`src/hdl/tridiagonal_thomas_solver_core_macros.svh`:
```
// Assertion macros for the tridiagonal solver core.
// Used by the top level; no other dependencies.
`ifndef TRIDIAGONAL_THOMAS_SOLVER_CORE_MACROS_SVH
`define TRIDIAGONAL_THOMAS_SOLVER_CORE_MACROS_SVH

// same-cycle implication under asynchronous active-low reset
`define TTS_ASSERT_IMP(label, clk, rst_n, ante, cons, msg) \
	label: assert property (@(posedge clk) disable iff (!rst_n) (ante) |-> (cons)) \
		else $error(msg);

// next-cycle implication under asynchronous active-low reset
`define TTS_ASSERT_NXT(label, clk, rst_n, ante, cons, msg) \
	label: assert property (@(posedge clk) disable iff (!rst_n) (ante) |=> (cons)) \
		else $error(msg);

`endif

```
`src/hdl/tts_pkg.sv`:
```
// Shared types, constants and helpers for the tridiagonal solver core.
// No dependencies.
`timescale 1ns / 1ps

package tts_pkg;

	localparam int TTS_MAX_ROWS  = 64;
	localparam int TTS_FRAC_BITS = 16;
	localparam int TTS_WORD_W    = 32;
	localparam int TTS_IDX_W     = 6;
	localparam int TTS_IN_W      = 128;
	localparam int TTS_OUT_W     = 40;

	typedef enum logic [3:0] {
		ST_IDLE,
		ST_MUL_SUP,
		ST_MUL_RHS,
		ST_SUB,
		ST_DIV_GO,
		ST_DIV_WAIT,
		ST_ROW_END,
		ST_BS_READ,
		ST_BS_MUL,
		ST_BS_SUB,
		ST_BS_OUT,
		ST_ERR_OUT
	} tts_state_t;

	typedef struct packed {
		logic capture;
		logic mul_super;
		logic mul_rhs;
		logic sub_rhs;
		logic div_start;
		logic flag_error;
		logic commit;
		logic row_end;
		logic bs_load;
		logic bs_mul;
		logic bs_sub;
		logic emit;
		logic emit_error;
	} tts_cmd_t;

	typedef struct packed {
		logic row_first;
		logic row_skip;
		logic piv_zero;
		logic div_done;
		logic last_row;
		logic error_seen;
		logic bs_first;
		logic bs_idx_zero;
		logic out_free;
	} tts_sts_t;

	typedef struct packed {
		logic                  sat;
		logic [TTS_WORD_W-1:0] value;
	} tts_clip_t;

	function automatic tts_clip_t tts_clip(input logic signed [63:0] v);
		tts_clip_t r;
		if (v > 64'sd2147483647) begin
			r.sat   = 1'b1;
			r.value = 32'h7fff_ffff;
		end else if (v < -64'sd2147483648) begin
			r.sat   = 1'b1;
			r.value = 32'h8000_0000;
		end else begin
			r.sat   = 1'b0;
			r.value = v[TTS_WORD_W-1:0];
		end
		return r;
	endfunction

endpackage

```
`src/hdl/tts_ctrl.sv`:
```
// Controller state machine sequencing forward sweep and back substitution.
// Depends on tts_pkg.
`timescale 1ns / 1ps

module tts_ctrl (
	input  logic              clk,
	input  logic              arst_n,
	input  logic              s_tvalid,
	output logic              s_tready,
	input  tts_pkg::tts_sts_t sts,
	output tts_pkg::tts_cmd_t cmd
);

	import tts_pkg::*;

	tts_state_t state_q, state_d;

	always_ff @(posedge clk or negedge arst_n) begin
		if (!arst_n) begin
			state_q <= ST_IDLE;
		end else begin
			state_q <= state_d;
		end
	end

	always_comb begin
		state_d  = state_q;
		cmd      = '0;
		s_tready = 1'b0;
		unique case (state_q)
			ST_IDLE: begin
				s_tready = 1'b1;
				if (s_tvalid) begin
					cmd.capture = 1'b1;
					if (sts.row_skip) begin
						state_d = ST_ROW_END;
					end else if (sts.row_first) begin
						state_d = ST_DIV_GO;
					end else begin
						state_d = ST_MUL_SUP;
					end
				end
			end
			ST_MUL_SUP: begin
				cmd.mul_super = 1'b1;
				state_d = ST_MUL_RHS;
			end
			ST_MUL_RHS: begin
				cmd.mul_rhs = 1'b1;
				state_d = ST_SUB;
			end
			ST_SUB: begin
				cmd.sub_rhs = 1'b1;
				state_d = ST_DIV_GO;
			end
			ST_DIV_GO: begin
				if (sts.piv_zero) begin
					cmd.flag_error = 1'b1;
					state_d = ST_ROW_END;
				end else begin
					cmd.div_start = 1'b1;
					state_d = ST_DIV_WAIT;
				end
			end
			ST_DIV_WAIT: begin
				if (sts.div_done) begin
					cmd.commit = 1'b1;
					state_d = ST_ROW_END;
				end
			end
			ST_ROW_END: begin
				cmd.row_end = 1'b1;
				if (!sts.last_row) begin
					state_d = ST_IDLE;
				end else if (sts.error_seen) begin
					state_d = ST_ERR_OUT;
				end else begin
					state_d = ST_BS_READ;
				end
			end
			ST_BS_READ: begin
				state_d = ST_BS_MUL;
			end
			ST_BS_MUL: begin
				if (sts.bs_first) begin
					cmd.bs_load = 1'b1;
					state_d = ST_BS_OUT;
				end else begin
					cmd.bs_mul = 1'b1;
					state_d = ST_BS_SUB;
				end
			end
			ST_BS_SUB: begin
				cmd.bs_sub = 1'b1;
				state_d = ST_BS_OUT;
			end
			ST_BS_OUT: begin
				if (sts.out_free) begin
					cmd.emit = 1'b1;
					state_d = sts.bs_idx_zero ? ST_IDLE : ST_BS_READ;
				end
			end
			ST_ERR_OUT: begin
				if (sts.out_free) begin
					cmd.emit_error = 1'b1;
					state_d = ST_IDLE;
				end
			end
			default: begin
				state_d = ST_IDLE;
			end
		endcase
	end

endmodule

```
`config.mk`:
```
export PLATFORM = sky130hd
export DESIGN_NAME = tts_ctrl
export DESIGN_NICKNAME = d
export VERILOG_FILES = /design/src/hdl/tridiagonal_thomas_solver_core_macros.svh /design/src/hdl/tts_pkg.sv /design/src/hdl/tts_ctrl.sv
export SDC_FILE = /design/constraint.sdc
export NUM_CORES = 1
export LEC_CHECK = 0
export ABC_AREA = 1
export BUFFER_PORTS_ARGS = -buffer_cell sky130_fd_sc_hd__buf_2
export CAP_MARGIN = 20
export CORE_AREA = 2 2 39 41
export CTS_CLUSTER_DIAMETER = 200
export CTS_CLUSTER_SIZE = 10
export DETAILED_ROUTE_END_ITERATION = 10
export DIE_AREA = 0 0 41 43
export GPL_TIMING_DRIVEN = 1
export PLACE_DENSITY = 0.73
export SLEW_MARGIN = 10
export SYNTH_ARGS = -nofsm -noshare
export SYNTH_HDL_FRONTEND = slang
export SYNTH_SLANG_ARGS = --single-unit
```
`constraint.sdc`:
```
create_clock -name clk -period 1.43 [get_ports clk]
set_input_delay 0.0715 -clock clk [delete_from_list [all_inputs] [get_ports clk]]
set_output_delay 0.0715 -clock clk [all_outputs]
set_load 0.005 [all_outputs]
```
; After elaboration in Yosys (flattened, before gate mapping)
; Cells that the tools add are included.
[totals]
out_inout_bits = 14
register_bits = 4
[classes]
muxes = 31
n_eq_ne = 15
n_reduce_logical = 2
[ops]
columns = cell, n
row1 = one-hot mux 4 bit (12 select lines), 1
row2 = two-way mux 4 bit, 7
row3 = two-way mux 1 bit, 17
row4 = "== test 4 x 3 -> 1 bit, second input constant", 4
row5 = "== test 4 bit, second input constant", 4
row6 = "== test 4 x 2 -> 1 bit, second input constant", 2
row7 = two-way mux 2 bit, 4
row8 = "inequality test 2 bit, second input constant", 4
row9 = two-way mux 3 bit, 2
row10 = "== test 4 x 1 -> 1 bit, second input constant", 1
row11 = logical NOT 4 bit, 1
row12 = AND reduction 4 bit, 1

; Depth between registers and ports, before layout
[depth]
depth_word = 4
ltp_mapped = 9

; Worst setup path after synthesis
; OpenSTA, ideal clock, no wires.
[synth_path]
path_type = register to register
start = reg state_q[0]
end = reg state_q[1]
n_path_buf = 0
setup_ns = 0.120
setup_slack_ns = 0.241
period_less_slack_ns = 1.189
stages_incl_launch_ff = 7
t_arrival_ns = 1.068
cell_sequence = dfrtp_1 -> nor2_2 -> nand2_1 -> o21ai_2 -> nor2_2 -> nand2_1 -> nand2_1
[synth_between]
elab_chain_cells = 3
[synth_lines]
columns = item, line_no
row1 = start: declaration, tts_ctrl.sv:16  ; tts_state_t state_q, state_d;
row2 = start signal: assignment, tts_ctrl.sv:22  ; state_q <= state_d;
row3 = == test 4 x 3 -> 1 bit (tied with other cells), tts_ctrl.sv:30  ; unique case (state_q)
row4 = inequality test 2 bit (no line), n/a
row5 = AND reduction 4 bit (no line), n/a
; Several ways; a longest one is shown, not always the timed one.
; A chain may end at the register's enable or synchronous reset.

==> metrics.txt <==
# TYPE chip_impl_metric gauge
chip_impl_metric{name="routed_wire_length_per_instance",unit="um"} 9.15
chip_impl_metric{name="cap_violations",unit=""} 0
chip_impl_metric{name="ys_warn_count",unit=""} 0
chip_impl_metric{name="ys_types",unit=""} 14
chip_impl_metric{name="slew_viol_final",unit=""} 0
chip_impl_metric{name="synth_simple_gate_area_frac",unit=""} 0.578
chip_impl_metric{name="portBuffers",unit=""} 25
chip_impl_info{name="start_kind",value="flip-flop"} 1
chip_impl_metric{name="timing.critical_path.buf_inv",unit=""} 1
chip_impl_info{name="layout_commonest_cell",value="nand2_1"} 1
chip_impl_info{name="worstSetupPathType",value="flip-flop to primary output"} 1
chip_impl_metric{name="skew",unit="ps"} 6.53
chip_impl_info{name="min-delay-path-class",value="input port to flip-flop"} 1
chip_impl_metric{name="ant_nets",unit=""} 0
chip_impl_metric{name="floorplan.die.height",unit="um"} 43
chip_impl_metric{name="io_pins",unit=""} 26
chip_impl_metric{name="share_of_cells_above_drive_strength_1",unit=""} 0.353
chip_impl_metric{name="cp.arrival",unit="ps"} 1260
chip_impl_metric{name="hold_viol_final",unit=""} 0
chip_impl_metric{name="synthAdderAreaFrac",unit=""} 0
chip_impl_metric{name="detailed_place_hpwl",unit="um"} 1030
chip_impl_metric{name="cts_buffers",unit=""} 3
chip_impl_metric{name="detail_route.vias_per_cell",unit=""} 4.42
chip_impl_metric{name="power.ir.vdd_worst",unit="mV"} 0.892
chip_impl_metric{name="synthesis.area",unit="um2"} 489
chip_impl_metric{name="timing.critical_path.required",unit="ps"} 1360
chip_impl_metric{name="number_of_nets_in_the_layout",unit=""} 133
chip_impl_info{name="rsz0062_at_grt",value="true"} 1
chip_impl_metric{name="synthXorXnorAreaFrac",unit=""} 0
chip_impl_metric{name="power.leakage",unit="nW"} 0.477
chip_impl_metric{name="htree_num_levels",unit=""} 1
chip_impl_metric{name="clock.fmax",unit="MHz"} 749
chip_impl_metric{name="post_placement_worst_setup_slack",unit="ps"} 124
chip_impl_metric{name="grt_util_all_layers",unit=""} 0.165
chip_impl_info{name="cpMaxStageDelayCell",value="dfrtp_1"} 1
chip_impl_metric{name="critical-path-max-stage-delay",unit="ps"} 470
chip_impl_metric{name="cts.sink_count",unit=""} 4
chip_impl_info{name="layout.cells.most_common_list",value="28 x nand2_1, 25 x buf_2, 17 x inv_1"} 1
chip_impl_metric{name="fp.dieArea",unit="um2"} 1760
chip_impl_metric{name="slew_worst_pin",unit="ps"} 291
chip_impl_metric{name="number_of_global_route_vias_before_repair",unit=""} 521
chip_impl_metric{name="drt-total-wl",unit="um"} 1240
chip_impl_metric{name="via_count",unit=""} 597
chip_impl_metric{name="globalRoute.totalOverflow",unit=""} 0
chip_impl_info{name="clock_tree_from_tritoncts",value="built"} 1
chip_impl_metric{name="relSlewSlack",unit=""} 0.806
chip_impl_metric{name="whs",unit="ps"} 108
chip_impl_metric{name="synthCells",unit=""} 90
chip_impl_metric{name="ys_seq_elements",unit=""} 4
chip_impl_metric{name="fillCellCount",unit=""} 145
chip_impl_metric{name="grt_first_pass_wirelength",unit="um"} 1950
chip_impl_metric{name="layout_worst_path_cycle_share",unit=""} 0.933
chip_impl_info{name="combinational_family_with_the_most_area_after_synthesis",value="simple AND/OR/NAND/NOR gates"} 1
chip_impl_metric{name="post-route-min-period",unit="ps"} 1330
chip_impl_metric{name="synth-seq-area-share",unit=""} 0.205
chip_impl_info{name="path_cells",value="nor2_4, nand2_1, nor2_1, buf_2"} 1
chip_impl_metric{name="worst-path-max-fanout",unit=""} 6
chip_impl_metric{name="drc_errors",unit=""} 0
chip_impl_metric{name="clk_pin_slew_worst_paths",unit="ps"} 40
chip_impl_metric{name="largest_reg_flops",unit=""} 4
chip_impl_info{name="largest_register",value="state_q"} 1
chip_impl_metric{name="clk_latency",unit="ps"} 250
chip_impl_metric{name="initial_utilization",unit=""} 0.354
chip_impl_info{name="worst_setup_path_end_kind",value="primary output"} 1
chip_impl_info{name="reg.largest.list",value="state_q: 4 flops"} 1
chip_impl_metric{name="mean_post_synth_cell_area",unit="um2"} 5.44
chip_impl_metric{name="antenna_found_initial",unit=""} 0
chip_impl_metric{name="setup_viol_count_final",unit=""} 0
chip_impl_metric{name="synthMuxAreaShare",unit=""} 0
chip_impl_metric{name="drt_pass1_iterations",unit=""} 4
chip_impl_metric{name="diodes",unit=""} 0
chip_impl_metric{name="clock_path_buffers",unit=""} 2
chip_impl_info{name="outcome",value="complete, no violations"} 1
chip_impl_metric{name="final_cell_area",unit="um2"} 678
chip_impl_metric{name="layout-area-overhead-vs-synth",unit="%"} 38.6
chip_impl_metric{name="die-width",unit="um"} 41
chip_impl_metric{name="utilization",unit=""} 0.490
chip_impl_metric{name="synth_fp_nets",unit=""} 102
chip_impl_metric{name="power-per-cell-area",unit="nW/um2"} 1910
chip_impl_metric{name="floorplan.rows",unit=""} 14
chip_impl_metric{name="grt_start_max_net_pins",unit=""} 8
chip_impl_metric{name="totalPowerFinal",unit="mW"} 1.29
chip_impl_metric{name="place.gp.congestion",unit=""} 0.773
chip_impl_metric{name="timing.final.ws_setup",unit="ps"} 95.3
chip_impl_metric{name="drt-initial-drc-count",unit=""} 9
chip_impl_metric{name="coreArea",unit="um2"} 1380
chip_impl_info{name="cp_top_family",value="flip-flops"} 1
chip_impl_info{name="cts_root_buffer",value="clkbuf_4"} 1
chip_impl_metric{name="post_synthesis_compound_gate_area_fraction",unit=""} 0.0563
chip_impl_metric{name="place_area",unit="um2"} 634
repair_timing:
| action | in CTS | in global routing |
|---|---|---|
| setup endpoints to repair | 0 | 8 |
| hold buffers | 1 | 0 |
| hold endpoints to repair | 4 | 0 |
| setup buffers | 0 | 0 |
| resized for setup | 0 | 3 |
cell type report:
class	instances	area, um2	area share
well taps	16	20.0	0.0295
multi-input cells	65	320	0.472
clock buffers	3	22.5	0.0332
repair buffers	26	135	0.199
inverters	21	78.8	0.116
flip-flops and latches	4	101	0.149
stage by stage:
stage | std cells | TNS, ps
after CTS | 135 | 0
after global routing | 135 | -11.4
after floorplan | 90 | 0
final | 135 | 0
after detailed placement | 131 | 0
after global placement | 131 | 0
worst paths after layout:
path / start / end / slack (ps) / cells after the start
worst max-delay path: state_q[3]$_DFFE_PN0P_ / cmd[12] / 100 / 4
worst min-delay path: sts[5] / state_q[2]$_DFFE_PN0P_ / 110 / 4
worst max register to register: state_q[3]$_DFFE_PN0P_ / state_q[2]$_DFFE_PN0P_ / 150 / 7
worst min register to register: state_q[0]$_DFFE_PN0P_ / state_q[0]$_DFFE_PN0P_ / 670 / 2
max in group asynchronous: arst_n / state_q[2]$_DFFE_PN0P_ / 1140 / 2
min in group asynchronous: arst_n / state_q[0]$_DFFE_PN0P_ / 150 / 2
cell usage after synthesis (all sizes together):
| cell | instances | area [um2] |
|---|---|---|
| nand2 | 28 | 105 |
| o21ai | 3 | 18.8 |
| nor2 | 20 | 108 |
| nand3 | 11 | 60.1 |
| nor3 | 2 | 10.0 |
| dfrtp | 4 | 100 |
| inv | 21 | 78.8 |
| o2111ai | 1 | 8.76 |
logic make-up after synthesis:
kind of cell	after synthesis
compound gates	4
simple gates	61
buf+inv	21
flops	4
worst reg2reg max path: stages (launching register included):
cell	delay [ps]
dfrtp_1	500
inv_2	90
nor2_4	140
nand3_1	160
o21ai_2	120
nor2_2	60
nand2_1	70
nand2_1	40
power by group:
part | switching, mW | leakage, nW | internal, mW
combinational | 0.518 | 0.414 | 0.319
clock | 0.0566 | 0.0138 | 0.0946
sequential | 0.129 | 0.0495 | 0.177
metal layers:
| layer | global-route usage | routed length, um | vias up |
|---|---|---|---|
| met5 | 0 | 0 | - |
| met4 | 0.100 | 25 | 0 |
| met3 | 0.0366 | 73 | 2 |
| met2 | 0.250 | 609 | 15 |
| met1 | 0.202 | 527 | 253 |
| li1 | - | - | 327 |
Note: power is estimated with default switching activity, not from simulation.
